==> src/hdl/ibd_pkg.sv <==
// ---------------------------------------------------------------------------
// ibd_pkg
// types, constants and helpers shared by the image downscaler modules
// ---------------------------------------------------------------------------
package ibd_pkg;

  localparam int MAX_IN_WIDTH  = 2048;
  localparam int MAX_OUT_WIDTH = 1024;
  localparam int MAX_FACTOR    = 8;
  localparam int HEIGHT_CAP    = 4096;

  localparam int PIX_W    = 8;
  localparam int WIDTH_W  = 12;
  localparam int HEIGHT_W = 13;
  localparam int FACTOR_W = 4;
  localparam int CFG_W    = 13;
  localparam int COL_W    = 11;
  localparam int ROW_W    = 12;
  localparam int PHASE_W  = 3;
  localparam int BC_W     = $clog2(MAX_OUT_WIDTH);
  localparam int ADD_W    = PIX_W + 2;
  localparam int SUM_W    = 14;
  localparam int Q9_W     = SUM_W - 2;
  localparam int RECIP9_W = 13;
  localparam int CMD_DEPTH = 4;
  localparam int CMD_PTR_W = $clog2(CMD_DEPTH);
  localparam int RES_DEPTH = 2;
  localparam int RES_PTR_W = $clog2(RES_DEPTH);

  // floor(x/9) = (x * RECIP9) >> 16 for every x below 2^Q9_W
  localparam logic [RECIP9_W-1:0] RECIP9 = RECIP9_W'(7282);

  typedef enum logic [1:0] {
    REG_IN_WIDTH     = 2'd0,
    REG_IN_HEIGHT    = 2'd1,
    REG_SCALE_FACTOR = 2'd2,
    REG_COLOR_MODE   = 2'd3
  } reg_index_t;

  typedef struct packed {
    logic [PIX_W-1:0] red_or_gray;
    logic [PIX_W-1:0] green_in;
    logic [PIX_W-1:0] blue_in;
  } in_item_t;

  typedef struct packed {
    logic [PIX_W-1:0] red_or_gray_out;
    logic [PIX_W-1:0] green_out;
    logic [PIX_W-1:0] blue_out;
    logic             frame_end;
  } out_item_t;

  // saturated configuration
  typedef struct packed {
    logic [WIDTH_W-1:0]  width;
    logic [HEIGHT_W-1:0] height;
    logic [FACTOR_W-1:0] factor;
    logic                odd;
  } cfg_t;

  typedef struct packed {
    logic [ADD_W-1:0] r;
    logic [ADD_W-1:0] g;
    logic [ADD_W-1:0] b;
  } add_t;

  typedef struct packed {
    logic [SUM_W-1:0] r;
    logic [SUM_W-1:0] g;
    logic [SUM_W-1:0] b;
  } sum_t;

  // one pixel request from front to back
  typedef struct packed {
    add_t            add;
    logic [BC_W-1:0] bc;
    logic            seg_first;
    logic            seg_last;
    logic            row_first;
    logic            emit;
    logic            frame_end;
  } cmd_t;

  function automatic logic [PIX_W-1:0] scale_sum(input logic [SUM_W-1:0] s,
                                                 input logic [FACTOR_W-1:0] f,
                                                 input logic odd);
    logic [Q9_W-1:0]          q;
    logic [Q9_W+RECIP9_W-1:0] prod;
    logic [SUM_W-1:0]         v;
    q    = s[SUM_W-1:2];
    prod = (Q9_W+RECIP9_W)'(q) * (Q9_W+RECIP9_W)'(RECIP9);
    if (odd) begin
      v = s >> 4;
    end else begin
      case (f)
        FACTOR_W'(2): v = s >> 2;
        FACTOR_W'(4): v = s >> 4;
        FACTOR_W'(6): v = SUM_W'(prod >> 16);
        default:      v = s >> 6;
      endcase
    end
    return v[PIX_W-1:0];
  endfunction

endpackage

==> src/hdl/ibd_cmd_fifo.sv <==
// ---------------------------------------------------------------------------
// ibd_cmd_fifo
// short request queue between front and back
// ---------------------------------------------------------------------------
module ibd_cmd_fifo (
  input  logic          clk,
  input  logic          rst,
  input  logic          wr,
  input  ibd_pkg::cmd_t wdata,
  input  logic          rd,
  output ibd_pkg::cmd_t rdata,
  output logic          full,
  output logic          empty
);

  ibd_pkg::cmd_t                  store [ibd_pkg::CMD_DEPTH];
  logic [ibd_pkg::CMD_PTR_W-1:0]  wptr, rptr;
  logic [ibd_pkg::CMD_PTR_W:0]    count;

  assign full  = (count == (ibd_pkg::CMD_PTR_W+1)'(ibd_pkg::CMD_DEPTH));
  assign empty = (count == '0);
  assign rdata = store[rptr];

  always_ff @(posedge clk) begin
    if (wr) begin
      store[wptr] <= wdata;
    end
  end

  always_ff @(posedge clk) begin
    if (rst) begin
      wptr  <= '0;
      rptr  <= '0;
      count <= '0;
    end else begin
      if (wr) begin
        wptr <= wptr + 1'b1;
      end
      if (rd) begin
        rptr <= rptr + 1'b1;
      end
      count <= count + (ibd_pkg::CMD_PTR_W+1)'(wr) - (ibd_pkg::CMD_PTR_W+1)'(rd);
    end
  end

endmodule

==> config.mk <==
export PLATFORM = sky130hd
export DESIGN_NAME = ibd_cmd_fifo
export DESIGN_NICKNAME = d
export VERILOG_FILES = /design/src/hdl/ibd_pkg.sv /design/src/hdl/ibd_cmd_fifo.sv
export SDC_FILE = /design/constraint.sdc
export NUM_CORES = 1
export LEC_CHECK = 0
export ABC_AREA = 1
export BUFFER_PORTS_ARGS = -buffer_cell sky130_fd_sc_hd__buf_2
export CAP_MARGIN = 15
export CELL_PAD_IN_SITES_DETAIL_PLACEMENT = 1
export CELL_PAD_IN_SITES_GLOBAL_PLACEMENT = 1
export CORE_MARGIN = 4
export CORE_UTILIZATION = 51
export CTS_CLUSTER_SIZE = 25
export DETAILED_ROUTE_END_ITERATION = 16
export PLACE_DENSITY_LB_ADDON = 0.1
export SLEW_MARGIN = 30
export SYNTH_ARGS = -nofsm -noshare
export SYNTH_HDL_FRONTEND = slang
export SYNTH_SLANG_ARGS = --single-unit
==> constraint.sdc <==
create_clock -name clk -period 3.73 [get_ports clk]
set_input_delay 0.373 -clock clk [delete_from_list [all_inputs] [get_ports clk]]
set_output_delay 0.373 -clock clk [all_outputs]
set_load 0.05 [all_outputs]
**Word level (Yosys, flattened, before mapping)**

Memories as Yosys holds them, arrays and structs flattened. A register that Yosys moved wholly into a read port is not among the register bits.
Index checks and enable logic that the tools add are counted.

- $add $sub $neg: 4
- Reduce and logical (&&, ||, !) cells: 1
- Equal/unequal tests: 1
- Bitwise operators: 0
- Magnitude comparators: 0
- Multiplexer cells: 4
- Multiply operators: 0
- Shift operators: 0
- Div/mod/pow operators: 0

Operators by type and width:

| cell | count |
|---|---|
| $add 2x1->2 const B | 2 |
| $mux 2 | 2 |
| $add 3x1->3 | 1 |
| $eq 3x3->1 const B | 1 |
| $logic_not 3->1 | 1 |
| $sub 3x1->3 | 1 |
| $mux 1 | 2 |

- Memories: 1
- Latch bits: 0
- Bits in read-only memories: 0
- Flip-flop bits (word level): 7
- Memory bits (writable): 180

Memories:

| memory | words | width | rd ports | clocked after memory_dff | wr ports | line | text |
|---|---|---|---|---|---|---|---|
| store | 4 | 45 | 1 | 1 | 1 | ibd_cmd_fifo.sv:16 | `ibd_pkg::cmd_t store [ibd_pkg::CMD_DEPTH];` |

**Longest topological paths before layout**

Gate-level depths: netlist of run 1.

- Depth in word-level cells: 3
- Depth in mapped cells: 9

**Worst setup path before layout of run 1**

No wires, ideal clock.

- Kind: flip-flop to flip-flop
- From: register wptr[0] (netlist bit)
- To: memory store[2][0] (netlist bit), enable pin
- Stages on the path, launching flop included: 5
- Period minus slack after synthesis: 1.870 ns
- Arrival time: 1.470 ns
- Slack: 1.860 ns
- Required time: 3.331 ns
- Cell sequence: dfxtp_1 > inv_1 > ha_1 > nand2_1 > inv_1

RTL lines:

| what | line | text |
|---|---|---|
| start, declared | ibd_cmd_fifo.sv:17 | `logic [ibd_pkg::CMD_PTR_W-1:0] wptr, rptr;` |
| start signal, assigned | ibd_cmd_fifo.sv:37 | `wptr <= wptr + 1'b1;` |
| end, declared | ibd_cmd_fifo.sv:16 |  |

Straight into the memory's write port.

==> results.toml, run 1 <==
[status]
status = "finished, final reports clean"

[finish]
drive_above_1_share_pct = 26.6
finalNonFillerCells = 873
syn_to_final_growth_pct = 14.3
multiInputGateArea_sq_um = 1550
nets = 732
fillers = 1484
ff_latch_area_sq_um = 5590

[routing]
num_vias = 4535
avgViaCountPerCell = 5.19
drt_iter0_markers = 341
drt-pass1-iter-count = 4
met3_length_um = 723
highest_layer = "met5"
dr_wl_met2_um = 8400
routed_wl_um = 15700
ant_nets = 0
drc = 0
wire_per_inst_um = 18.0
wl_met1_um = 6380

[logic_synthesis]
yosys_warnings = 0
avgSynthCellArea_sq_um = 13.3
synth_area_leaders = "edfxtp_1, o211ai_2, inv_1, nand2_1, a21oi_1"
syn-instance-count = 582
syn-num-nets = 638
muxShareOfSynthArea_pct = 0
synth.most_common_cell = "edfxtp_1"
synth_xor_area_share_pct = 0
synth_top_area_share_pct = 69.6
ys_seq_area_share_pct = 71.9
synthAdderAreaFrac_pct = 1.22
synthFlopType = "edfxtp_1"
ys_seq_elements = 189
synth_edf_count = 180
synth_compound_area_share_pct = 13.7
synth_common_cells = "edfxtp_1, inv_1, nand2_1"
async_flop_share_pct = 0
synth.distinct_cells = 16
synth_top_family_by_area = "compound AO/OA/AOI/OAI gates"
synth_area_sq_um = 7760
synth_top_area_cell = "edfxtp_1"
synthSimpleGateAreaFrac_pct = 5.06

[floorplanning]
start_util_pct = 52.8
dieArea_sq_um = 17300
die_h_um = 131
io-pin-count = 96
core_area_sq_um = 14700
rows = 44
die_x_um = 131

[clock_network]
post-cts-setup-buffers = 0
cts_tree = "yes"
ctsHtreeMaxLevel = 4
cts_root_buf = "clkbuf_16"
cts-hold-fix-buffers = 0
clk-insertion-delay-late_ns = 0.43
path_clk_slew_ns = 0.06
cts-resized-gates = 0
cts_sinks = 189
cts_inserted_buffers = 17
cts_buffer_depth = 2

[global_route]
grt_max_degree = 65
grt_overflow = 0
antenna_found_initial = 2
grt_pass1_vias = 4936
grt_use_total_pct = 19.3
grt_pass1_wl_um = 25700

[setup_path]
criticalPathCategory = "flip-flop to output pin"
critPathCaptureType = "output pin"
cp-start-kind = "flip-flop"
worstPathArrival_ns = 2.29
cp.required_ns = 3.36
worst-path-max-fanout = 56

[sta]
fmax_mhz = 376
maxSlewHeadroom_pct = 46.4
post-route-period-util_pct = 71.3
grt_setup_unrepaired = "no"
hold_violations = 0
tightest_slew_ns = 0.802
final.setup_skew_ns = 0.00510
finalSetupViolCount = 0
fin_tns_setup_ns = 0
finalMaxSlewViolations = 0
fin_crit_ns = 2.66

[power]
leakage_nw = 3.48
p_per_area_nw_per_um2 = 543
ir_drop_mv = 0.317

[placement]
dp_cells = 841
place_congestion = 0.719
port_buffers = 95
hpwlAfterDp_um = 10100

[run]
cap_violations = 0

[worst_hold_path]
min_path_type = "input port to flip-flop"
==> registers in the layout, indices dropped and copies added (netlist names), named ones only <==
register / flops
count: 3
wptr: 2
rptr: 2
store: 180
==> kinds of logic after synthesis <==
family | Yosys count
and+or+nand+nor | 104
AOI/OAI and AO/OA | 145
adders and majority gates | 7
buffers and inverters | 137
DFF | 189
==> path summary, 6_finish.rpt <==
path	from	endpoint	slack, ns	depth (start not counted)
max	flip-flop	rdata[21]	1.07	5
min reg2reg	rptr[1]	flip-flop	0.47	2
max reg2reg	wptr[0]	store[0][19]	1.74	5
min	rst	count[1]	0.13	2
==> worst max-delay path: stages, from the launching register on <==
cell     delay, ns
dfxtp_4       0.78
buf_4         0.47
a21oi_1       0.13
o21ai_0       0.12
nand2_1       0.11
buf_2         0.23
==> stage by stage <==
| stage | utilization, % | hold WS, ns | instance area (sq um) | total power, mW | worst slack, ns |
|---|---|---|---|---|---|
| CTS | 60.4 | 0.108 | 8870 | 4.87 | 1.04 |
| detailed placement | 56.7 | 0.466 | 8340 | 3.23 | 1.51 |
| finish | 60.4 | 0.131 | 8870 | 4.81 | 1.07 |
| global route | 60.4 | 0.121 | 8870 | 5.03 | 0.918 |
| floorplan | - | 0.436 | 7760 | 3.03 | 1.86 |
| global placement | 56.7 | 0.439 | 8340 | 3.19 | 1.58 |
==> report_power, final <==
group          internal (mW)  switching, mW
sequential              2.43         0.0579
clock                  0.904          0.735
combinational          0.160          0.531
==> metal layers <==
| layer | GRT usage [%] | vias to the layer above |
|---|---|---|
| li1 | - | 2199 |
| met1 | 22.4 | 2231 |
| met2 | 34.6 | 78 |
| met3 | 5.31 | 25 |
| met4 | 6.36 | 2 |
| met5 | 0 | - |
==> placed cells by master, fill, tap and decap left out <==
master      Yosys  final
nor3_1          1      1
clkinv_2        0      4
fa_1            1      1
clkbuf_1        3      1
diode_2         0      1
clkbuf_16       0     17
o211ai_2       45     45
bufinv_16       0      1
clkinv_4        0      3
nand3_1         1      1
nand2_1        98     98
buf_4           0      9
ha_1            6      6
a21oi_1        51     51
inv_1         107    103
dfxtp_1         9      7
clkinv_1        0      3
o21ai_0        49     49
clkinvlp_4      0      2
dfxtp_4         0      2
inv_2           0      4
buf_2          15     95
buf_12          0      1
edfxtp_1      180    180
nor2_1          4      4
==> final cells by class <==
class                      instances  area share, %
sequential                       189           63.0
multi-input combinational        256           17.5
timing repair buffer             105           6.35
clock buffer                      18           4.84
inverter                         107           4.53
tap                              184           2.59
clock inverter                    13           1.16
antenna                            1         0.0282
(Power assumes the default switching activity.)
==> run 2, diff against run 1 <==
--- a/config.mk
+++ b/config.mk
@@ -11,7 +11,7 @@
 export CELL_PAD_IN_SITES_DETAIL_PLACEMENT = 1
 export CELL_PAD_IN_SITES_GLOBAL_PLACEMENT = 1
 export CORE_MARGIN = 4
-export CORE_UTILIZATION = 51
+export CORE_UTILIZATION = 47
 export CTS_CLUSTER_SIZE = 25
 export DETAILED_ROUTE_END_ITERATION = 16
 export PLACE_DENSITY_LB_ADDON = 0.1
==> constraint.sdc (replaced) <==
create_clock -name clk -period 2.7 [get_ports clk]
set_input_delay 0.27 -clock clk [delete_from_list [all_inputs] [get_ports clk]]
set_output_delay 0.27 -clock clk [all_outputs]
set_load 0.05 [all_outputs]
==> results.toml, run 2 (synthesis gave the netlist of run 1 again) <==
[finish]
diodes = 0
nets = 736
drive_above_1_share_pct = 26.9
syn_to_final_growth_pct = 15.5
biggestRegsByFlops = "store (180), count (3)"
final_common_cell = "edfxtp_1"
layout_common_cells = "edfxtp_1, inv_1, nand2_1, buf_2, a21oi_1"
largest_reg_flops = 180
finalNonFillerCells = 908
regMostFlops = "store"

[setup_path]
reg2reg_from = "wptr[0]"
crit_end = "rdata[44]"
crit_chain = "buf_4 > o211ai_2 > nand2_1 > buf_2"
worst_r2r_path_depth = 5
slowest_stage = "dfxtp_4"
cp-start-kind = "flip-flop"
regToRegSetupSlack_ns = 1.00
critPathCaptureType = "output pin"
cpPeakStageDelay_ns = 0.75
worst-path-max-fanout = 42
cp.required_ns = 2.43
worstPathArrival_ns = 1.98
criticalPathCategory = "flip-flop to output pin"
r2r-end = "store[2][9]"

[routing]
wire_per_inst_um = 17.3
routed_wl_um = 15700
avgViaCountPerCell = 5.02
drt-pass1-iter-count = 4
drt_iter0_markers = 279
num_vias = 4555
drc = 0
ant_nets = 0

[clock_network]
ctsHtreeMaxLevel = 4
cts_sinks = 189
cts-hold-fix-buffers = 0
path_clk_slew_ns = 0.06
cts_root_buf = "clkbuf_16"
cts_inserted_buffers = 17
clk-insertion-delay-late_ns = 0.43
cts-resized-gates = 0
cts_tree = "yes"
cts_buffer_depth = 2
post-cts-setup-buffers = 0

[placement]
hpwlAfterDp_um = 10200
dp_cells = 877
port_buffers = 95
place_congestion = 0.716

[sta]
final.setup_skew_ns = 0.0143
grt_setup_unrepaired = "no"
fmax_mhz = 444
fin_tns_setup_ns = 0
fin_crit_ns = 2.25
post-route-period-util_pct = 83.5
timing.hold.ws_ns = 0.0308
finalMaxSlewViolations = 0
finalSetupViolCount = 0
maxSlewHeadroom_pct = 58.8
hold_violations = 0
tightest_slew_ns = 0.618

[global_route]
grt_use_total_pct = 17.8
antenna_found_initial = 3
grt_overflow = 0
grt_pass1_vias = 4876
grt_pass1_wl_um = 25000
grt_max_degree = 73

[floorplanning]
dieArea_sq_um = 18600
rows = 46
io-pin-count = 96
core_area_sq_um = 16100
start_util_pct = 48.3
die_x_um = 137
die_h_um = 137

[status]
status = "finished, final reports clean"

[run]
cap_violations = 0

[power]
ir_drop_mv = 0.428
power_mw = 6.57
leakage_nw = 3.51
p_per_area_nw_per_um2 = 733

[worst_hold_path]
min_path_type = "input port to flip-flop"
-- run 2: cell types whose count changed in the layout (fill, tap and decap cells not counted) --
cell | before | now
buf_12 | 1 | 5
inv_6 | 0 | 3
clkbuf_1 | 1 | 3
clkinv_4 | 3 | 1
clkinvlp_4 | 2 | 0
bufinv_16 | 1 | 0
clkinv_1 | 3 | 2
clkinv_2 | 4 | 5
diode_2 | 1 | 0
-- run 2: report_power, final --
group / switching [mW] / total, mW / leakage [nW] / internal (mW)
clock network: 1.01 / 2.17 / 0.253 / 1.17
logic: 0.746 / 0.982 / 1.53 / 0.236
registers: 0.0649 / 3.41 / 1.73 / 3.35
-- run 2: worst min path at each step --
stage                     startpoint        end  slack (ns)  cells past startpoint
after global routing             rst   count[0]        0.01                      2
final                            rst   count[1]        0.03                      2
after CTS                        rst   count[0]        0.02                      2
after global placement       rptr[1]  flip-flop        0.44                      2
after detailed placement         rst   count[0]        0.46                      2
after floorplan                  rst   count[0]        0.34                      1
-- run 2: stage by stage --
stage,instance area (sq um),util [%],setup WS (ns)
after CTS,8960,55.8,0.400
after global placement,8460,52.7,0.902
after global routing,8960,55.8,0.284
final,8960,55.8,0.446
after detailed placement,8460,52.7,0.861
after floorplan,7760,-,0.830
-- run 2: worst max-delay path: cells and delay by family, from the launching register on --
family                 cells  cell delay, ns
AO/OA/AOI/OAI              1            0.12
buffers and inverters      2            0.61
AND/OR/NAND/NOR            1            0.08
flip-flops                 1            0.75
-- run 2: routing by layer --
layer / up-vias / global-route usage (%) / share of wire [%]
li1: 2204 / - / -
met1: 2253 / 21.4 / 42
met2: 76 / 30.8 / 52
met3: 16 / 5.74 / 4.7
met4: 6 / 4.87 / 0.93
met5: - / 0 / 0.29
-- run 2: final cells by class --
type,instances,area (sq um)
clock buffers,20,437
multi-input cells,256,1550
inverters,107,402
well taps,216,270
clock inverters,11,67.6
flip-flops and latches,189,5590
repair buffers,109,643
fillers,1649,7090
==> run 3, diff against run 2 <==
--- a/config.mk
+++ b/config.mk
@@ -5,13 +5,13 @@
 export SDC_FILE = /design/constraint.sdc
 export NUM_CORES = 1
 export LEC_CHECK = 0
-export ABC_AREA = 1
+export ABC_AREA = 0
 export BUFFER_PORTS_ARGS = -buffer_cell sky130_fd_sc_hd__buf_2
 export CAP_MARGIN = 15
 export CELL_PAD_IN_SITES_DETAIL_PLACEMENT = 1
 export CELL_PAD_IN_SITES_GLOBAL_PLACEMENT = 1
 export CORE_MARGIN = 4
-export CORE_UTILIZATION = 47
+export CORE_UTILIZATION = 45
 export CTS_CLUSTER_SIZE = 25
 export DETAILED_ROUTE_END_ITERATION = 16
 export PLACE_DENSITY_LB_ADDON = 0.1
==> constraint.sdc (replaced) <==
create_clock -name clk -period 1.93 [get_ports clk]
set_input_delay 0.193 -clock clk [delete_from_list [all_inputs] [get_ports clk]]
set_output_delay 0.193 -clock clk [all_outputs]
set_load 0.05 [all_outputs]
==> results.toml, run 3 <==
[sta]
finalMaxSlewViolations = 0
post-route-period-util_pct = 104
tightest_slew_ns = 0.317
hold_violations = 0
timing.hold.ws_ns = 0.0402
fin_crit_ns = 2.02
final.setup_skew_ns = 0.00535
maxSlewHeadroom_pct = 78.9
finalSetupViolCount = 38
fmax_mhz = 496
grt_setup_unrepaired = "yes"
setup_ws_ns = -0.0860

[finish]
nets = 510
biggestRegsByFlops = "store (180), count (3)"
diodes = 0
regMostFlops = "store"
syn_to_final_growth_pct = 32.3
largest_reg_flops = 180
final_common_cell = "edfxtp_1"
fillers = 1275
final_area_sq_um = 9250
drive_above_1_share_pct = 42.8
final_util_pct = 60.9
layout_common_cells = "edfxtp_1, buf_2, mux4_2, dlygate4sd3_1, buf_6"

[setup_path]
critical_path.top_delay_family = "multiplexers"
cpPeakStageDelay_ns = 0.52
cp.depth = 4
path_buf_inv = 3
worst_r2r_path_depth = 7
cp-start-kind = "flip-flop"
cp.required_ns = 1.74
reg2reg_from = "count[0]"
path_common_cell = "buf_6"
slowest_stage = "mux4_2"
worstPathArrival_ns = 1.82
crit_chain = "buf_6 > clkbuf_16 > mux4_2 > buf_6"
critPathCaptureType = "output pin"
worst-path-max-fanout = 7
criticalPathCategory = "flip-flop to output pin"

[power]
p_per_area_nw_per_um2 = 1050
ir_drop_mv = 0.720
leakage_nw = 3.22

[logic_synthesis]
yosys_warnings = 0
synth.most_common_cell = "edfxtp_1"
ys_seq_area_share_pct = 79.9
synthFlopType = "edfxtp_1"
synth_top_area_share_pct = 77.3
synth_top_area_cell = "edfxtp_1"
syn-instance-count = 277
synth_common_cells = "edfxtp_1, mux4_2, dfxtp_1"
syn-num-nets = 333
synth_area_sq_um = 6990
avgSynthCellArea_sq_um = 25.2
synth_area_leaders = "edfxtp_1, mux4_2, dfxtp_1, mux4_1, buf_12"
synth.distinct_cells = 22
ys_seq_elements = 189
async_flop_share_pct = 0
synth_edf_count = 180

[global_route]
grt_pass1_vias = 3778
antenna_found_initial = 0
grt_max_degree = 33
grt_pass1_wl_um = 21500
grt_use_total_pct = 16.2
grt_overflow = 0

[clock_network]
cts_inserted_buffers = 17
clk-insertion-delay-late_ns = 0.41
cts_buffer_depth = 2
cts_sinks = 189
path_clk_slew_ns = 0.06
cts_root_buf = "clkbuf_16"
ctsHtreeMaxLevel = 4
cts_tree = "yes"

[routing]
drc = 0
wire_per_inst_um = 20.9
avgViaCountPerCell = 5.14
num_vias = 3369
drt_iter0_markers = 214
drt-pass1-iter-count = 4
routed_wl_um = 13700
ant_nets = 0

[status]
status = "finished, violations left"
violations = "negative setup slack"

[placement]
hpwlAfterDp_um = 8150
place_congestion = 0.720
placed_area_sq_um = 7820
post-place-ws_ns = 0.165
port_buffers = 95

[floorplanning]
start_util_pct = 46.0
die_h_um = 133
rows = 45
dieArea_sq_um = 17600
die_x_um = 133
core_area_sq_um = 15200
io-pin-count = 96

[worst_hold_path]
hold_depth = 2
hp-start = "rst"
min_path_type = "input port to flip-flop"

[run]
cap_violations = 0
-- run 3: cell types whose count changed after synthesis, moves of 3 or more --
cell | before | now
a21oi_1 | 51 | 1
nand2_1 | 98 | 0
buf_2 | 15 | 4
inv_1 | 107 | 6
buf_12 | 0 | 4
o211ai_2 | 45 | 0
o21ai_0 | 49 | 0
and2_1 | 0 | 4
mux4_1 | 0 | 5
mux4_2 | 0 | 40
clkbuf_1 | 3 | 0
buf_6 | 11 | 1
-- run 3: through the flow --
stage          TNS [ns]  std cells  power, mW
2_1_floorplan         0        277       5.91
3_3_place_gp          0        566       6.28
3_5_place_dp          0        566       6.31
4_1_cts           -2.68        648       9.78
5_1_grt           -4.89        655       10.1
6_report          -2.08        655       9.73
-- run 3: timing repair --
item                                   4_1_cts  5_1_grt
cloned                                       1        4
pin swaps                                    0        0
setup endpoints to repair                   42       45
gates resized for setup                     91        7
endpoints found under the hold margin      176        1
setup buffers                                5        3
hold buffers                                44        1
-- run 3: routing by layer --
| layer | routed length (um) | global-route usage (%) |
|---|---|---|
| met1 | 6090 | 21.5 |
| met2 | 6920 | 26.5 |
| met3 | 465 | 4.03 |
| met4 | 197 | 5.54 |
| met5 | 0 | 0 |
-- run 3: area by class of cell --
cell class | count | area (sq um) | share of cell area, %
clock inverter | 14 | 103 | 1.11
timing repair buffer | 168 | 1620 | 17.5
sequential | 189 | 5590 | 60.4
multi-input combinational | 72 | 1250 | 13.6
tap | 188 | 235 | 2.54
clock buffer | 18 | 429 | 4.64
inverter | 6 | 22.5 | 0.243
-- run 3: worst reg2reg max path, stage by stage (launching register included) --
cell and delay, ns:
dfxtp_1 0.33, inv_1 0.06, ha_1 0.28, inv_1 0.04
ha_1 0.19, fa_1 0.36, xor3_1 0.37, nor2_1 0.04
-- run 3: final timing paths --
path | slack, ns | end
worst max register to register | 0.16 | count[2]
worst max-delay path | -0.09 | rdata[40]
worst min-delay path | 0.04 | flip-flop
worst min register to register | 0.54 | flip-flop
-- run 3: logic make-up (layout without fill, tap and decap cells) --
logic type / count (synthesis) / in the layout / synth area share, %
DFF: 189 / 189 / 79.9
and+or+nand+nor: 14 / 14 / 1.07
adders and majority gates: 7 / 7 / 1.36
buffers and inverters: 16 / 206 / 1.99
muxes: 46 / 46 / 14.9
AOI/OAI and AO/OA: 2 / 2 / 0.215
xor gates and xnor gates: 3 / 3 / 0.590
-- run 3: where the power goes --
group          switching (mW)  internal, mW
Combinational            1.02         0.770
Clock                    1.41          1.75
Sequential             0.0684          4.71
Total                    2.50          7.23
