[src/hdl/ibd_pkg.sv]
// ---------------------------------------------------------------------------
// ibd_pkg
// types, constants and helpers shared by the image downscaler modules
// ---------------------------------------------------------------------------
package ibd_pkg;

  localparam int MAX_IN_WIDTH  = 2048;
  localparam int MAX_OUT_WIDTH = 1024;
  localparam int MAX_FACTOR    = 8;
  localparam int HEIGHT_CAP    = 4096;

  localparam int PIX_W    = 8;
  localparam int WIDTH_W  = 12;
  localparam int HEIGHT_W = 13;
  localparam int FACTOR_W = 4;
  localparam int CFG_W    = 13;
  localparam int COL_W    = 11;
  localparam int ROW_W    = 12;
  localparam int PHASE_W  = 3;
  localparam int BC_W     = $clog2(MAX_OUT_WIDTH);
  localparam int ADD_W    = PIX_W + 2;
  localparam int SUM_W    = 14;
  localparam int Q9_W     = SUM_W - 2;
  localparam int RECIP9_W = 13;
  localparam int CMD_DEPTH = 4;
  localparam int CMD_PTR_W = $clog2(CMD_DEPTH);
  localparam int RES_DEPTH = 2;
  localparam int RES_PTR_W = $clog2(RES_DEPTH);

  // floor(x/9) = (x * RECIP9) >> 16 for every x below 2^Q9_W
  localparam logic [RECIP9_W-1:0] RECIP9 = RECIP9_W'(7282);

  typedef enum logic [1:0] {
    REG_IN_WIDTH     = 2'd0,
    REG_IN_HEIGHT    = 2'd1,
    REG_SCALE_FACTOR = 2'd2,
    REG_COLOR_MODE   = 2'd3
  } reg_index_t;

  typedef struct packed {
    logic [PIX_W-1:0] red_or_gray;
    logic [PIX_W-1:0] green_in;
    logic [PIX_W-1:0] blue_in;
  } in_item_t;

  typedef struct packed {
    logic [PIX_W-1:0] red_or_gray_out;
    logic [PIX_W-1:0] green_out;
    logic [PIX_W-1:0] blue_out;
    logic             frame_end;
  } out_item_t;

  // saturated configuration
  typedef struct packed {
    logic [WIDTH_W-1:0]  width;
    logic [HEIGHT_W-1:0] height;
    logic [FACTOR_W-1:0] factor;
    logic                odd;
  } cfg_t;

  typedef struct packed {
    logic [ADD_W-1:0] r;
    logic [ADD_W-1:0] g;
    logic [ADD_W-1:0] b;
  } add_t;

  typedef struct packed {
    logic [SUM_W-1:0] r;
    logic [SUM_W-1:0] g;
    logic [SUM_W-1:0] b;
  } sum_t;

  // one pixel request from front to back
  typedef struct packed {
    add_t            add;
    logic [BC_W-1:0] bc;
    logic            seg_first;
    logic            seg_last;
    logic            row_first;
    logic            emit;
    logic            frame_end;
  } cmd_t;

  function automatic logic [PIX_W-1:0] scale_sum(input logic [SUM_W-1:0] s,
                                                 input logic [FACTOR_W-1:0] f,
                                                 input logic odd);
    logic [Q9_W-1:0]          q;
    logic [Q9_W+RECIP9_W-1:0] prod;
    logic [SUM_W-1:0]         v;
    q    = s[SUM_W-1:2];
    prod = (Q9_W+RECIP9_W)'(q) * (Q9_W+RECIP9_W)'(RECIP9);
    if (odd) begin
      v = s >> 4;
    end else begin
      case (f)
        FACTOR_W'(2): v = s >> 2;
        FACTOR_W'(4): v = s >> 4;
        FACTOR_W'(6): v = SUM_W'(prod >> 16);
        default:      v = s >> 6;
      endcase
    end
    return v[PIX_W-1:0];
  endfunction

endpackage

[src/hdl/ibd_front.sv]
// ---------------------------------------------------------------------------
// ibd_front
// tracks raster position and block phase, weights pixels, issues requests
// ---------------------------------------------------------------------------
module ibd_front (
  input  logic             clk,
  input  logic             rst,
  input  ibd_pkg::cfg_t    cfg,
  input  logic             restart,
  input  logic             accept,
  input  ibd_pkg::in_item_t pixel,
  input  logic             color,
  output logic             cmd_push,
  output ibd_pkg::cmd_t    cmd
);

  logic [ibd_pkg::COL_W-1:0]   c, c_next;
  logic [ibd_pkg::ROW_W-1:0]   r, r_next;
  logic [ibd_pkg::PHASE_W-1:0] cp, cp_next, rp, rp_next;
  logic [ibd_pkg::COL_W-1:0]   cs, cs_next;
  logic [ibd_pkg::ROW_W-1:0]   rs, rs_next;
  logic [ibd_pkg::BC_W-1:0]    bc, bc_next;

  logic [ibd_pkg::HEIGHT_W-1:0] f13;
  logic                         col_ok, row_ok, col_last, row_last;
  logic                         cp_wrap, rp_wrap;
  logic [1:0]                   sh;
  logic                         wt_zero;
  logic [ibd_pkg::PIX_W-1:0]    g_pix, b_pix;

  always_comb begin
    f13      = ibd_pkg::HEIGHT_W'(cfg.factor);
    col_ok   = (ibd_pkg::HEIGHT_W'(cs) + f13) <= ibd_pkg::HEIGHT_W'(cfg.width);
    row_ok   = (ibd_pkg::HEIGHT_W'(rs) + f13) <= cfg.height;
    col_last = (ibd_pkg::HEIGHT_W'(cs) + (f13 << 1)) > ibd_pkg::HEIGHT_W'(cfg.width);
    row_last = (ibd_pkg::HEIGHT_W'(rs) + (f13 << 1)) > cfg.height;
    cp_wrap  = (ibd_pkg::FACTOR_W'(cp) + 1'b1) >= cfg.factor;
    rp_wrap  = (ibd_pkg::FACTOR_W'(rp) + 1'b1) >= cfg.factor;

    // 1-2-1 weights as shifts, zero outside the top-left 3x3
    sh      = cfg.odd ? (2'(rp == 3'd1) + 2'(cp == 3'd1)) : 2'd0;
    wt_zero = cfg.odd && (cp >= 3'd3 || rp >= 3'd3);
    g_pix   = color ? pixel.green_in : '0;
    b_pix   = color ? pixel.blue_in : '0;

    cmd.add.r     = wt_zero ? '0 : (ibd_pkg::ADD_W'(pixel.red_or_gray) << sh);
    cmd.add.g     = wt_zero ? '0 : (ibd_pkg::ADD_W'(g_pix) << sh);
    cmd.add.b     = wt_zero ? '0 : (ibd_pkg::ADD_W'(b_pix) << sh);
    cmd.bc        = bc;
    cmd.seg_first = (cp == '0);
    cmd.seg_last  = cp_wrap;
    cmd.row_first = (rp == '0);
    cmd.emit      = cp_wrap && rp_wrap;
    cmd.frame_end = col_last && row_last;
    cmd_push      = accept && col_ok && row_ok;

    c_next  = c;
    r_next  = r;
    cp_next = cp;
    rp_next = rp;
    cs_next = cs;
    rs_next = rs;
    bc_next = bc;
    if ((ibd_pkg::WIDTH_W'(c) + 1'b1) >= cfg.width) begin
      c_next  = '0;
      cp_next = '0;
      cs_next = '0;
      bc_next = '0;
      if ((ibd_pkg::HEIGHT_W'(r) + 1'b1) >= cfg.height) begin
        r_next  = '0;
        rp_next = '0;
        rs_next = '0;
      end else begin
        r_next = r + 1'b1;
        if (rp_wrap) begin
          rp_next = '0;
          rs_next = r + 1'b1;
        end else begin
          rp_next = rp + 1'b1;
        end
      end
    end else begin
      c_next = c + 1'b1;
      if (cp_wrap) begin
        cp_next = '0;
        cs_next = c + 1'b1;
        bc_next = bc + 1'b1;
      end else begin
        cp_next = cp + 1'b1;
      end
    end
  end

  always_ff @(posedge clk) begin
    if (rst || restart) begin
      c  <= '0;
      r  <= '0;
      cp <= '0;
      rp <= '0;
      cs <= '0;
      rs <= '0;
      bc <= '0;
    end else if (accept) begin
      c  <= c_next;
      r  <= r_next;
      cp <= cp_next;
      rp <= rp_next;
      cs <= cs_next;
      rs <= rs_next;
      bc <= bc_next;
    end
  end

endmodule

[config.mk]
export PLATFORM = sky130hd
export DESIGN_NAME = ibd_front
export DESIGN_NICKNAME = d
export VERILOG_FILES = /design/src/hdl/ibd_pkg.sv /design/src/hdl/ibd_front.sv
export SDC_FILE = /design/constraint.sdc
export NUM_CORES = 1
export LEC_CHECK = 0
export BUFFER_PORTS_ARGS = -buffer_cell sky130_fd_sc_hd__buf_2
export CORE_MARGIN = 10
export CORE_UTILIZATION = 40
export DETAILED_ROUTE_END_ITERATION = 6
export GPL_TIMING_DRIVEN = 0
export HOLD_SLACK_MARGIN = 0.12
export SYNTH_ARGS = -nofsm -noshare
export SYNTH_HDL_FRONTEND = slang
export SYNTH_SLANG_ARGS = --single-unit
[constraint.sdc]
create_clock -name clk -period 3.45 [get_ports clk]
set_input_delay 0.345 -clock clk [delete_from_list [all_inputs] [get_ports clk]]
set_output_delay 0.345 -clock clk [all_outputs]
set_load 0.1 [all_outputs]
# Yosys cells after proc, flatten, opt, wreduce, memory -nomap -nowiden
# Cells that the tools add are included.
# W data, S select, Z words.
# word_totals
reg_bits	62
inputBits	59
# classes
n_addsub	14
n_reduce_logical	14
shifts	3
muxes	18
n_lt_le_gt_ge	10
eq_ne	2
# op_table
operator	n
$mux W10	5
$mux W12	3
$mux W11	3
$shl A8 B2 Y10	3
$mux W8	2
$add A12 B1 Y13 const B	1
$add A12 B4 Y13	1
$add A12 B5 Y13	1
$ge A13 B13 Y1	1
$gt A13 B13 Y1	1
$le A13 B13 Y1	1
$add A11 B1 Y12 const B	1
$add A11 B4 Y12	1
$add A11 B5 Y12	1
$add A12 B1 Y12 const B	1
$ge A12 B12 Y1	1
$gt A12 B12 Y1	1
$le A12 B12 Y1	1
$mux W3	4
$add A11 B1 Y11 const B	1
$add A10 B1 Y10 const B	1
$add A3 B1 Y4 const B	2
$ge A4 B4 Y1	2
$add A3 B1 Y3 const B	2
other kinds (10)	20

# Depth between registers and ports, before layout
# Gate-level depths: netlist (run 1).
# logic_depth
depth_word	5
ltp_mapped	15

# Least setup slack after synthesis (run 1)
# Ideal clock, no wire load.
# synth_path
path_kind	input -> output
start	in cfg[1] (netlist bit)
end	out cmd_push
n_path_buf	0
cell_stages	15
setup_slack_ns	-1.974
arrival_ns	5.079
cell_sequence	ha_1 inv_1 fa_1 nor2b_1 o21ai_0 a21boi_0 nand2_1 nor2_1 xor2_1 ha_1 a21oi_1 o21ai_0 a2111oi_0 o21ai_0 a221oi_1
# synth_via
elab_chain_cells	4
word_cells_on_any_way	6
cone_classes	add/sub: 2; order compare: 2; reduce/logical: 2
# synth_lines
item	line	text
start: declaration	ibd_front.sv:8	input ibd_pkg::cfg_t cfg,
$add A11 B4 Y12	ibd_front.sv:33	col_ok = (ibd_pkg::HEIGHT_W'(cs) + f13) <= ibd_pkg::HEIGHT_W'(cfg.width);
$le A12 B12 Y1	ibd_front.sv:33	
$logic_and A1 B1 Y1	ibd_front.sv:55	cmd_push = accept && col_ok && row_ok;
$logic_and A1 B1 Y1 *	ibd_front.sv:55	
end: declaration	ibd_front.sv:13	output logic cmd_push,
# Mark *: on every way between the ends. The rest lies on a longest branch, timed or not.

# Worst setup path in the final report (run 1)
# layout_path
start	reg rs[0] (netlist bit)
end	out cmd_push
# layout_via
elab_chain_cells	3
# layout_lines
item	line	text
start: declaration	ibd_front.sv:21	logic [ibd_pkg::ROW_W-1:0] rs, rs_next;
start signal: assignment	ibd_front.sv:109	rs <= rs_next;
$add A12 B4 Y13	ibd_front.sv:34	row_ok = (ibd_pkg::HEIGHT_W'(rs) + f13) <= cfg.height;
$le A13 B13 Y1	ibd_front.sv:34	
$logic_and A1 B1 Y1	ibd_front.sv:55	
# Every way passes these cells.

==> results_tabular.tex, run 1 <==
\begin{tabular}{lr}
\hline
Metric & Value \\
\hline
\multicolumn{2}{l}{\textbf{Die}} \\
\quad Number of placement rows & 46 \\
\quad Die area & 21770 sq um \\
\quad Initial core utilization & 40.83\% \\
\quad Floorplan die width & 147.6 um \\
\quad IO Pins & 105 \\
\quad Die Ht & 147.6 um \\
\quad Core area & 15940 sq um \\
\multicolumn{2}{l}{\textbf{Worst hold path}} \\
\quad Startpoint of the tightest hold check path & bc[9] \\
\quad Worst min path class & reg -> reg \\
\quad Endpoint, Worst Hold & bc[9] \\
\quad Cell depth of the worst hold path & 2 \\
\multicolumn{2}{l}{\textbf{Placed design}} \\
\quad RD Place Congestion & 0.8313 \\
\quad Inst Count DP & 1123 \\
\quad Detailed placer's ending HPWL & 14850 um \\
\quad Cell Area, Placed & 7376 sq um \\
\quad Count of buffers from port buffering & 101 \\
\multicolumn{2}{l}{\textbf{Layout}} \\
\quad Ant. Diodes & 0 \\
\quad P\&R area growth vs syn & 25.34\% \\
\quad Number of nets at the end of the flow & 1109 \\
\quad Layout Cell Area excl Fill & 8158 sq um \\
\quad Count of fill cells added during filler insertion & 1587 \\
\quad Layout cell share with drive strength beyond 1 & 28.30\% \\
\quad Number of standard cells in the final layout excluding fillers & 1156 \\
\multicolumn{2}{l}{\textbf{Logic synthesis}} \\
\quad Synth Area in Adders & 22.57\% \\
\quad Share of flip-flops with an asynchronous set or reset & 0\% \\
\quad Part of the Yosys area used for sequential elements & 19.07\% \\
\quad Simple-gate share of the synthesized area & 20.24\% \\
\quad Syn nets & 980 \\
\quad Combinational family with the most area after synthesis & adder cells \\
\quad Complex-gate fraction of the synthesized area & 20.05\% \\
\quad Post-synth cell types & 66 \\
\quad Share of synthesized area spent on multiplexers & 4.806\% \\
\quad Yosys warning count & 0 \\
\quad Primary FF master, synth & dfxtp\_1 \\
\quad Flip-flop and latch count after synthesis & 62 \\
\quad Post-synth EDFFs & 0 \\
\quad Total standard cell area after synthesis & 6509 sq um \\
\quad Xor/xnor share of the synthesized area & 7.939\% \\
\quad Mean instance size in the synthesized netlist & 8.075 sq um \\
\quad Post-synthesis cell count & 806 \\
\multicolumn{2}{l}{\textbf{STA}} \\
\quad Worst slew slack as a fraction of its limit & 42.63\% \\
\quad Accumulated negative setup slack & -0.4989 ns \\
\quad Tcrit/Tclk final & 111.4\% \\
\quad Minimum period implied by the final worst setup slack & 3.844 ns \\
\quad Tightest Pin Transition & 0.8574 ns \\
\quad Maximum achievable frequency & 260.2 MHz \\
\quad Final Skew & 0.003711 ns \\
\quad Unrepaired setup endpoints after global routing & true \\
\quad Final Hold Fails & 0 \\
\quad Count of endpoints failing setup in the final report & 2 \\
\quad Count of final max-slew check failures & 0 \\
\quad Worst setup slack after layout & -0.3936 ns \\
\quad Worst hold slack & 0.4802 ns \\
\multicolumn{2}{l}{\textbf{Clock tree}} \\
\quad Buffer levels on the longest clock path & 2 \\
\quad Total number of H-tree levels & 3 \\
\quad Number of clock buffers inserted by TritonCTS & 9 \\
\quad TritonCTS clock tree & built \\
\quad CTS Root Buffer Type & clkbuf\_16 \\
\quad Clock-pin transition on the worst setup and hold timing paths & 0.05 ns \\
\quad Total number of clock tree sinks & 62 \\
\quad Worst-Skew Late Latency & 0.33 ns \\
\multicolumn{2}{l}{\textbf{Route}} \\
\quad Drt via density & 5.369 \\
\quad Iteration-0 DRC Markers & 325 \\
\quad Total number of vias & 6206 \\
\quad Detailed-router iteration count before antenna repair & 4 \\
\quad Post-Route WL & 18530 um \\
\quad Routed WL per cell & 16.03 um \\
\quad DRC violations left & 0 \\
\quad Remaining number of nets flagged by the antenna check after routing & 0 \\
\multicolumn{2}{l}{\textbf{Flow run}} \\
\quad Maximum Capacitance Violations & 0 \\
\multicolumn{2}{l}{\textbf{GRT}} \\
\quad Maximum number of pins on one net before global-route repair & 11 \\
\quad Wire length of the first global-routing pass & 29930 um \\
\quad Total global routing overflow & 0 \\
\quad Total global-route track usage & 16.45\% \\
\quad Number of antenna violations at the first check in global routing & 0 \\
\quad Via count of the first global-routing pass & 6009 \\
\multicolumn{2}{l}{\textbf{Power}} \\
\quad Switching power total & 0.6676 mW \\
\quad Clock network power share & 39.9\% \\
\quad Switching portion of total power & 32.66\% \\
\quad Power share of the combinational group & 24.8\% \\
\quad Internal portion of total power & 1.377 mW \\
\quad P per Cell Area & 250.6 nW/um\^{}2 \\
\quad Proportion of power drawn by flip-flops and latches & 35.3\% \\
\quad Worst VDD drop & 0.2307 mV \\
\quad Static Leakage & 3.769 nW \\
\multicolumn{2}{l}{\textbf{Worst setup path}} \\
\quad Slowest stage delay, CP & 0.37 ns \\
\quad CP Cell Sequence & ha\_4 > inv\_1 > fa\_2 > nor2b\_2 > o21ai\_2 > a21boi\_2 > buf\_4 > nand2\_2 > xnor2\_1 > ha\_1 > a21oi\_1 > nor2\_1 > a2111oi\_4 > o21ai\_2 > a221oi\_4 > buf\_12 \\
\quad Reg2reg path depth & 14 \\
\quad Cell at the slowest stage of the critical path & a221oi\_4 \\
\quad Classification of the worst setup path & reg -> out \\
\quad End of the worst register-to-register path & rs[1] \\
\quad Arrival time of data at the critical path endpoint & 3.50 ns \\
\quad Sort of element at the end of the critical path & output port \\
\quad R2r startpoint & r[0] \\
\quad Reg2reg setup slack & 0.16 ns \\
\quad Cell type with the highest occurrence count on the critical path & o21ai\_2 \\
\quad Launching element type of the critical path & flop \\
\quad Critical path required time & 3.11 ns \\
\quad Peak fanout along the critical path & 2 \\
\multicolumn{2}{l}{\textbf{Run status}} \\
\quad Failing checks & setup timing \\
\quad Outcome & finished with violations \\
\hline
\end{tabular}
-- power by group through the flow --
stage	clock network, mW	logic, mW	registers [mW]
floorplan	0	0.351	0.738
global placement	0	0.475	0.738
detailed placement	0	0.476	0.738
CTS	0.830	0.492	0.722
global route	0.871	0.550	0.721
finish	0.816	0.507	0.721
-- critical path: cells and delay by family, from the launching register on --
| family | cells | cell delay, ns |
|---|---|---|
| and+or+nand+nor | 3 | 0.28 |
| adders and majority gates | 3 | 0.77 |
| DFF | 1 | 0.36 |
| xor gates and xnor gates | 1 | 0.14 |
| buffers and inverters | 3 | 0.41 |
| AOI/OAI and AO/OA | 6 | 1.22 |
-- sequential cells by signal (all words and copies together), names as in the netlist --
name,count
r,12
rs,12
c,11
cs,11
bc,10
cp,3
rp,3
-- metrics by stage --
step	utilization (%)	worst slack, ns	power, mW
after detailed placement	46.26	-1.384	1.214
final	51.17	-0.3936	2.044
after global routing	51.17	-0.5512	2.142
after global placement	46.26	-1.308	1.213
after CTS	49.82	-0.4106	2.044
after floorplan	-	-0.6550	1.090
-- logic make-up (layout without fill, tap and decap cells) --
family,Yosys count,in the layout
multiplexers,23,23
AND/OR/NAND/NOR,269,269
flip-flops,62,62
buffers and inverters,87,221
AO/OA/AOI/OAI,191,191
adder cells (fa/ha/maj),115,115
XOR/XNOR,59,59
-- placed cells by master (no fill, tap or decap), drive strengths merged, types with 3 or more instances in the layout --
cell type	Yosys	routed
o21a	9	9
nand2	65	65
clkinv	0	3
inv	51	51
nand4	16	16
and4	3	3
a32o	12	12
o21ai	38	38
or3	5	5
xnor2	28	28
dfxtp	62	62
nor2	57	57
fa	4	4
nand3	54	54
xor2	31	31
a21o	13	13
mux4	5	5
and3	14	14
a21oi	60	60
a22o	6	6
o211ai	4	4
nor3	13	13
o221a	5	5
nor3b	3	3
buf	12	119
and2	4	4
mux2	16	16
ha	111	111
or2	3	3
nor2b	23	23
nand2b	4	4
o22ai	3	3
a22oi	5	5
o2111ai	5	5
clkbuf	24	47
a211oi	8	8
-- cells in the mapped netlist, types with 13 or more instances --
library cell | number | area (sq um)
a21o_1 | 13 | 97.59
nand4_1 | 16 | 100.1
inv_1 | 51 | 191.4
nor2_1 | 56 | 210.2
and3_1 | 14 | 87.58
xnor2_1 | 28 | 245.2
dfxtp_1 | 62 | 1241
a21oi_1 | 60 | 300.3
xor2_1 | 31 | 271.5
nand2_1 | 65 | 244.0
o21ai_0 | 35 | 175.2
nor2b_1 | 23 | 143.9
clkbuf_1 | 24 | 90.09
nand3_1 | 54 | 270.3
mux2_2 | 16 | 180.2
ha_1 | 111 | 1389
-- how the worst max path moves through the flow --
stage | depth (start not counted) | slack, ns | from | endpoint
after global routing | 14 | -0.55 | cs[0] | cmd_push
after floorplan | 15 | -0.65 | cfg[1] | cmd_push
after CTS | 15 | -0.41 | rs[0] | cmd_push
final | 16 | -0.39 | rs[0] | cmd_push
after detailed placement | 16 | -1.38 | cfg[2] | cmd_push
after global placement | 16 | -1.31 | cfg[2] | cmd_push
-- what timing repair did --
item / 4_1_cts / 5_1_grt
pin swaps: 21 / 20
hold buffers: 0 / 0
gates resized for setup: 64 / 49
setup buffers: 10 / 9
setup endpoints to repair: 56 / 80
-- routing by layer --
metal	vias up	track usage [%]	routed length [um]
li1	3192	-	-
met1	2885	21.31	8761
met2	108	27.86	8882
met3	21	2.656	625
met4	0	3.865	261
met5	-	0	0
-- layout make-up --
type	count	area (sq um)	share of cell area, %
plain buffers	34	160.2	1.963
clock buffers	12	246.5	3.021
clock inverters	4	22.52	0.2761
inverters	51	191.4	2.347
multi-input cells	657	5285	64.79
flip-flops and latches	62	1260	15.44
well taps	216	270.3	3.313
repair buffers	120	721.9	8.850
Power figures use the tool's default switching activity.
==> inputs of run 2 (changes only) <==
--- a/config.mk
+++ b/config.mk
@@ -6,11 +6,13 @@
 export NUM_CORES = 1
 export LEC_CHECK = 0
 export BUFFER_PORTS_ARGS = -buffer_cell sky130_fd_sc_hd__buf_2
+export CORE_ASPECT_RATIO = 0.9
 export CORE_MARGIN = 10
 export CORE_UTILIZATION = 40
 export DETAILED_ROUTE_END_ITERATION = 6
 export GPL_TIMING_DRIVEN = 0
 export HOLD_SLACK_MARGIN = 0.12
+export SETUP_SLACK_MARGIN = 0.2
 export SYNTH_ARGS = -nofsm -noshare
 export SYNTH_HDL_FRONTEND = slang
 export SYNTH_SLANG_ARGS = --single-unit
==> run 2 against run 1 <==
The run still ends with setup timing left. Global-route usage increased by 0.56 points. Die area about the same. First-iteration DRC count increased by 15%. Clock power increased by 12%. Sequential share of layout area decreased by 0.57 points. Sequential cell count unchanged. Critical endpoint unchanged. Highest routed layer unchanged.
==> results_tabular.tex, run 2 (synthesis gave the netlist of run 1 again) <==
\begin{tabular}{lr}
\hline
Metric & Value \\
\hline
\multicolumn{2}{l}{\textbf{Run status}} \\
\quad Outcome & finished with violations \\
\quad Failing checks & setup timing \\
\multicolumn{2}{l}{\textbf{Route}} \\
\quad Routed WL per cell & 16.80 um \\
\quad Drt via density & 5.494 \\
\quad Detailed-router iteration count before antenna repair & 5 \\
\quad DRC violations left & 0 \\
\quad Post-Route WL & 19470 um \\
\quad Remaining number of nets flagged by the antenna check after routing & 0 \\
\quad Total number of vias & 6367 \\
\quad Iteration-0 DRC Markers & 374 \\
\multicolumn{2}{l}{\textbf{STA}} \\
\quad Worst setup slack after layout & -0.4097 ns \\
\quad Count of final max-slew check failures & 0 \\
\quad Worst slew slack as a fraction of its limit & 33.91\% \\
\quad Count of endpoints failing setup in the final report & 1 \\
\quad Tcrit/Tclk final & 111.9\% \\
\quad Maximum achievable frequency & 259.1 MHz \\
\quad Accumulated negative setup slack & -0.4097 ns \\
\quad Minimum period implied by the final worst setup slack & 3.860 ns \\
\quad Unrepaired setup endpoints after global routing & true \\
\quad Final Skew & 0.004695 ns \\
\quad Tightest Pin Transition & 0.9810 ns \\
\quad Final Hold Fails & 0 \\
\quad Worst hold slack & 0.4857 ns \\
\multicolumn{2}{l}{\textbf{GRT}} \\
\quad Total global-route track usage & 17.01\% \\
\quad Total global routing overflow & 0 \\
\quad Via count of the first global-routing pass & 6021 \\
\quad Wire length of the first global-routing pass & 31170 um \\
\quad Number of antenna violations at the first check in global routing & 0 \\
\quad Maximum number of pins on one net before global-route repair & 11 \\
\multicolumn{2}{l}{\textbf{Worst setup path}} \\
\quad Peak fanout along the critical path & 3 \\
\quad Critical path required time & 3.11 ns \\
\quad Sort of element at the end of the critical path & output port \\
\quad Arrival time of data at the critical path endpoint & 3.51 ns \\
\quad Classification of the worst setup path & reg -> out \\
\quad Launching element type of the critical path & flop \\
\quad Reg2reg setup slack & 0.23 ns \\
\multicolumn{2}{l}{\textbf{Power}} \\
\quad Switching power total & 0.6859 mW \\
\quad Clock network power share & 42.3\% \\
\quad Proportion of power drawn by flip-flops and latches & 33.2\% \\
\quad Static Leakage & 3.915 nW \\
\quad P per Cell Area & 254.6 nW/um\^{}2 \\
\quad Internal portion of total power & 1.481 mW \\
\quad PnR Total Power & 2.167 mW \\
\quad Switching portion of total power & 31.66\% \\
\quad Worst VDD drop & 0.2514 mV \\
\quad Power share of the combinational group & 24.5\% \\
\multicolumn{2}{l}{\textbf{Clock tree}} \\
\quad Clock-pin transition on the worst setup and hold timing paths & 0.05 ns \\
\quad Hold bufs inserted after CTS & 0 \\
\quad Worst-Skew Late Latency & 0.33 ns \\
\quad Total number of clock tree sinks & 62 \\
\quad Total number of H-tree levels & 3 \\
\quad Buffer levels on the longest clock path & 2 \\
\quad CTS Root Buffer Type & clkbuf\_16 \\
\quad Number of clock buffers inserted by TritonCTS & 9 \\
\quad TritonCTS clock tree & built \\
\multicolumn{2}{l}{\textbf{Die}} \\
\quad Initial core utilization & 40.49\% \\
\quad Core area & 16080 sq um \\
\quad Die area & 21780 sq um \\
\quad Number of placement rows & 44 \\
\quad Die Ht & 141.0 um \\
\quad Floorplan die width & 154.5 um \\
\quad IO Pins & 105 \\
\multicolumn{2}{l}{\textbf{Placed design}} \\
\quad Detailed placer's ending HPWL & 14970 um \\
\quad Count of buffers from port buffering & 101 \\
\quad RD Place Congestion & 0.8655 \\
\multicolumn{2}{l}{\textbf{Layout}} \\
\quad Combined area of the multi-input logic cells & 5490 sq um \\
\quad Count of fill cells added during filler insertion & 1549 \\
\quad P\&R area growth vs syn & 30.76\% \\
\quad Layout cell share with drive strength beyond 1 & 32.77\% \\
\quad Most frequent cells in the layout & 105 x ha\_1, 80 x buf\_2, 61 x nand2\_1 \\
\quad Area taken by flip-flops and latches & 1266 sq um \\
\quad Most common cell after layout, fill and taps aside & ha\_1 \\
\quad Number of nets at the end of the flow & 1121 \\
\quad Biggest registers after layout & r: 12 flops, rs: 12 flops \\
\quad Ant. Diodes & 0 \\
\multicolumn{2}{l}{\textbf{Flow run}} \\
\quad Maximum Capacitance Violations & 0 \\
\multicolumn{2}{l}{\textbf{Worst hold path}} \\
\quad Worst min path class & reg -> reg \\
\hline
\end{tabular}
run 2: cell count changes in the layout (fill, tap and decap cells not counted), sizes merged:
cell      before  now
o21ai         38   39
bufinv         0    1
clkinvlp       1    3
inv           51   49
clkinv         3    1
buf          119  130
nor2          57   58
run 2: metrics by stage:
stage	util [%]	instances	area [sq um]	worst slack, ns
final	52.94	1159	8511	-0.4097
after global placement	46.12	1114	7413	-1.268
after CTS	50.70	1142	8150	-0.4467
after detailed placement	46.12	1114	7413	-1.348
after floorplan	-	806	6649	-0.6264
after global routing	52.94	1159	8511	-0.5921
run 2: layer usage:
| layer | vias up | share of wire [%] | GRT usage, % |
|---|---|---|---|
| met5 | - | 0 | 0 |
| met4 | 0 | 0.63 | 2.534 |
| met3 | 12 | 4.2 | 3.467 |
| met2 | 133 | 47 | 27.63 |
| met1 | 2988 | 48 | 23.04 |
| li1 | 3234 | - | - |
run 2: critical path: stages (launching register included):
cell      delay, ns
dfxtp_4        0.36
ha_4           0.13
inv_2          0.04
fa_2           0.36
nor2b_1        0.13
o21ai_1        0.07
nand2b_1       0.11
and3_4         0.23
nand3_1        0.11
xnor2_1        0.18
ha_1           0.30
nand4_1        0.18
a211oi_2       0.09
a211oi_2       0.24
o21ai_2        0.13
a221oi_4       0.32
buf_12         0.22
run 2: layout make-up:
| type | count | area share, % |
|---|---|---|
| Multi-Input combinational cell | 659 | 64.51 |
| Sequential cell | 62 | 14.88 |
| Timing Repair Buffer | 128 | 9.306 |
| Clock buffer | 13 | 3.058 |
| Tap cell | 207 | 3.043 |
| Buffer | 36 | 2.367 |
| Inverter | 51 | 2.338 |
| Clock inverter | 3 | 0.4999 |
run 2: what timing repair did:
item,in CTS,in global routing
setup endpoints to repair,86,80
cloned,4,0
setup buffers,8,17
pin swaps,28,30
gates resized for setup,110,66
run 2: power groups by stage:
| stage | Combinational (mW) | Sequential [mW] | Clock, mW |
|---|---|---|---|
| floorplan | 0.354 | 0.738 | 0 |
| global placement | 0.480 | 0.738 | 0 |
| detailed placement | 0.480 | 0.738 | 0 |
| CTS | 0.511 | 0.722 | 0.931 |
| global route | 0.575 | 0.720 | 0.960 |
| finish | 0.531 | 0.720 | 0.916 |
run 2: path summary, 6_finish.rpt:
check                            from  endpoint  depth (start not counted)
worst min-delay path            cp[1]     cp[1]                          2
worst max register to register   c[2]     bc[2]                         13
worst max-delay path            cs[0]  cmd_push                         16
worst min register to register  cp[1]     cp[1]                          2
==> inputs of run 3 (changes only) <==
==> constraint.sdc (replaced) <==
create_clock -name clk -period 3.45 [get_ports clk]
set_input_delay 0.1725 -clock clk [delete_from_list [all_inputs] [get_ports clk]]
set_output_delay 0.1725 -clock clk [all_outputs]
set_load 0.1 [all_outputs]
==> run 3 against run 2 <==
Critical path type unchanged. Sequential share of layout area up 0.41 points. Count of clock-buffer cells in the layout is 3 lower. Sequential power hardly changed. Via count fell by 0.72%. Clock skew up 0.0056 ns. The flow still finishes with violations (setup timing). Combinational power fell by 3%. Design area down 3.0%. Sequential cell count did not move. Total power shrank 1.6%.
==> results_tabular.tex, run 3 (synthesis gave the netlist of run 1 again) <==
\begin{tabular}{lr}
\hline
Metric & Value \\
\hline
\multicolumn{2}{l}{\textbf{Run status}} \\
\quad Outcome & finished with violations \\
\quad Failing checks & setup timing \\
\multicolumn{2}{l}{\textbf{Route}} \\
\quad Total number of vias & 6321 \\
\quad Detailed-router iteration count before antenna repair & 5 \\
\quad Wire length on met2 & 9061 um \\
\quad Routed metal-1 wire length & 9339 um \\
\quad Post-Route WL & 19340 um \\
\quad DRC violations left & 0 \\
\quad Remaining number of nets flagged by the antenna check after routing & 0 \\
\quad Met3 layer wire length in the routed design & 711 um \\
\quad Drt via density & 5.530 \\
\quad Iteration-0 DRC Markers & 379 \\
\quad Top layer reached by signal wires & met4 \\
\quad Routed WL per cell & 16.92 um \\
\multicolumn{2}{l}{\textbf{GRT}} \\
\quad Maximum number of pins on one net before global-route repair & 12 \\
\quad Total global-route track usage & 16.89\% \\
\quad Via count of the first global-routing pass & 6113 \\
\quad Wire length of the first global-routing pass & 30950 um \\
\quad Total global routing overflow & 0 \\
\quad Number of antenna violations at the first check in global routing & 0 \\
\multicolumn{2}{l}{\textbf{Die}} \\
\quad Floorplan die width & 154.5 um \\
\quad Die Ht & 141.0 um \\
\quad Number of placement rows & 44 \\
\quad Initial core utilization & 40.49\% \\
\quad Core area & 16080 sq um \\
\quad Die area & 21780 sq um \\
\quad IO Pins & 105 \\
\multicolumn{2}{l}{\textbf{Clock tree}} \\
\quad Number of clock buffers inserted by TritonCTS & 9 \\
\quad Buffer levels on the longest clock path & 2 \\
\quad Hold bufs inserted after CTS & 0 \\
\quad Worst-Skew Late Latency & 0.34 ns \\
\quad CTS Root Buffer Type & clkbuf\_16 \\
\quad Total number of H-tree levels & 3 \\
\quad Total number of clock tree sinks & 62 \\
\quad Clock-pin transition on the worst setup and hold timing paths & 0.05 ns \\
\quad TritonCTS clock tree & built \\
\multicolumn{2}{l}{\textbf{Worst setup path}} \\
\quad Critical path required time & 3.28 ns \\
\quad Cell type with the highest occurrence count on the critical path & ha\_1 \\
\quad Cell at the slowest stage of the critical path & a221oi\_4 \\
\quad Peak fanout along the critical path & 4 \\
\quad Arrival time of data at the critical path endpoint & 3.51 ns \\
\quad Sort of element at the end of the critical path & output port \\
\quad CP Cell Sequence & ha\_1 > a21o\_1 > a21oi\_1 > nor2b\_1 > o21ai\_2 > nor2\_1 > xor2\_1 > ha\_1 > and4\_1 > nand2b\_1 > o32a\_1 > a221oi\_4 > buf\_12 \\
\quad Classification of the worst setup path & reg -> out \\
\quad Slowest stage delay, CP & 0.37 ns \\
\quad Critical path buffer and inverter count & 1 \\
\quad Top Family by Delay on Critical Path & compound AO/OA/AOI/OAI gates \\
\quad Launching element type of the critical path & flop \\
\multicolumn{2}{l}{\textbf{STA}} \\
\quad Final Skew & 0.01026 ns \\
\quad Accumulated negative setup slack & -0.2312 ns \\
\quad Worst setup slack after layout & -0.2312 ns \\
\quad Worst slew slack as a fraction of its limit & 39.69\% \\
\quad Tcrit/Tclk final & 106.7\% \\
\quad Minimum period implied by the final worst setup slack & 3.681 ns \\
\quad Count of final max-slew check failures & 0 \\
\quad Unrepaired setup endpoints after global routing & true \\
\quad Maximum achievable frequency & 271.7 MHz \\
\quad Tightest Pin Transition & 0.9013 ns \\
\quad Count of endpoints failing setup in the final report & 1 \\
\quad Worst hold slack & 0.3793 ns \\
\quad Final Hold Fails & 0 \\
\multicolumn{2}{l}{\textbf{Layout}} \\
\quad Ant. Diodes & 0 \\
\quad P\&R area growth vs syn & 26.89\% \\
\quad Most frequent cells in the layout & 106 x ha\_1, 84 x buf\_2, 62 x nand2\_1 \\
\quad Combined area of the multi-input logic cells & 5401 sq um \\
\quad Number of nets at the end of the flow & 1105 \\
\quad Biggest registers after layout & r: 12 flops, rs: 12 flops \\
\quad Area taken by flip-flops and latches & 1262 sq um \\
\quad Layout cell share with drive strength beyond 1 & 29.59\% \\
\quad Number of standard cells in the final layout excluding fillers & 1143 \\
\quad Most common cell after layout, fill and taps aside & ha\_1 \\
\quad Count of fill cells added during filler insertion & 1591 \\
\multicolumn{2}{l}{\textbf{Placed design}} \\
\quad RD Place Congestion & 0.8965 \\
\quad Detailed placer's ending HPWL & 15300 um \\
\quad Pre-CTS setup slack & -1.179 ns \\
\quad Count of buffers from port buffering & 101 \\
\quad Inst Count DP & 1114 \\
\multicolumn{2}{l}{\textbf{Flow run}} \\
\quad Maximum Capacitance Violations & 0 \\
\multicolumn{2}{l}{\textbf{Power}} \\
\quad PnR Total Power & 2.133 mW \\
\quad P per Cell Area & 258.3 nW/um\^{}2 \\
\quad Worst VDD drop & 0.2660 mV \\
\quad Static Leakage & 3.817 nW \\
\multicolumn{2}{l}{\textbf{Worst hold path}} \\
\quad Worst min path class & in -> reg \\
\hline
\end{tabular}
[run 3: cell count changes in the layout (fill, tap and decap cells not counted), moves of 3 or more]
cell,previous run,this run
buf_2,80,84
buf_4,42,15
clkbuf_4,11,18
clkinvlp_4,3,0
dfxtp_2,5,8
inv_1,47,50
nor2_1,41,48
nor2_2,13,5
nor2b_1,16,20
nor2b_2,7,3
[run 3: through the flow]
step	utilization [%]	area, sq um
floorplan	-	6603
global placement	45.83	7367
detailed placement	45.83	7367
CTS	49.54	7964
global route	51.38	8259
finish	51.38	8259
[run 3: tightest hold or removal path: cells and delay by family]
family / cells / cell delay, ns
AND/OR/NAND/NOR: 2 / 0.22
AO/OA/AOI/OAI: 1 / 0.19
buffers and inverters: 1 / 0.08
[run 3: timing repair]
item | CTS | global route
resized for setup | 73 | 78
hold endpoints to repair | 0 | 0
setup endpoints to repair | 57 | 87
pin swaps | 14 | 10
cloned | 2 | 0
setup buffers | 6 | 5
[run 3: layout make-up]
type / count / area share [%]
Inverter: 51 / 2.318
Sequential cell: 62 / 15.29
Buffer: 36 / 2.272
Multi-Input combinational cell: 658 / 65.40
Timing Repair Buffer: 113 / 8.059
Clock inverter: 6 / 0.7575
Tap cell: 207 / 3.136
Clock buffer: 10 / 2.772
[run 3: path summary, 6_finish.rpt]
kind	start	to	slack, ns	depth (start not counted)
min reg2reg	r[0]	rs[0]	0.48	1
min	rst	bc[3]	0.38	4
max reg2reg	c[2]	bc[2]	0.14	13
max	rs[1]	cmd_push	-0.23	13
[run 3: per-layer routing]
layer  global-route usage, %  vias up
met5                       0        -
met4                   3.577        0
met3                   2.889       20
met2                   27.81      112
met1                   22.52     2985
li1                        -     3204
[run 3: power breakdown]
| group | switching (mW) | internal [mW] |
|---|---|---|
| clock | 0.341 | 0.557 |
| combinational | 0.357 | 0.157 |
| sequential | 0.00347 | 0.717 |
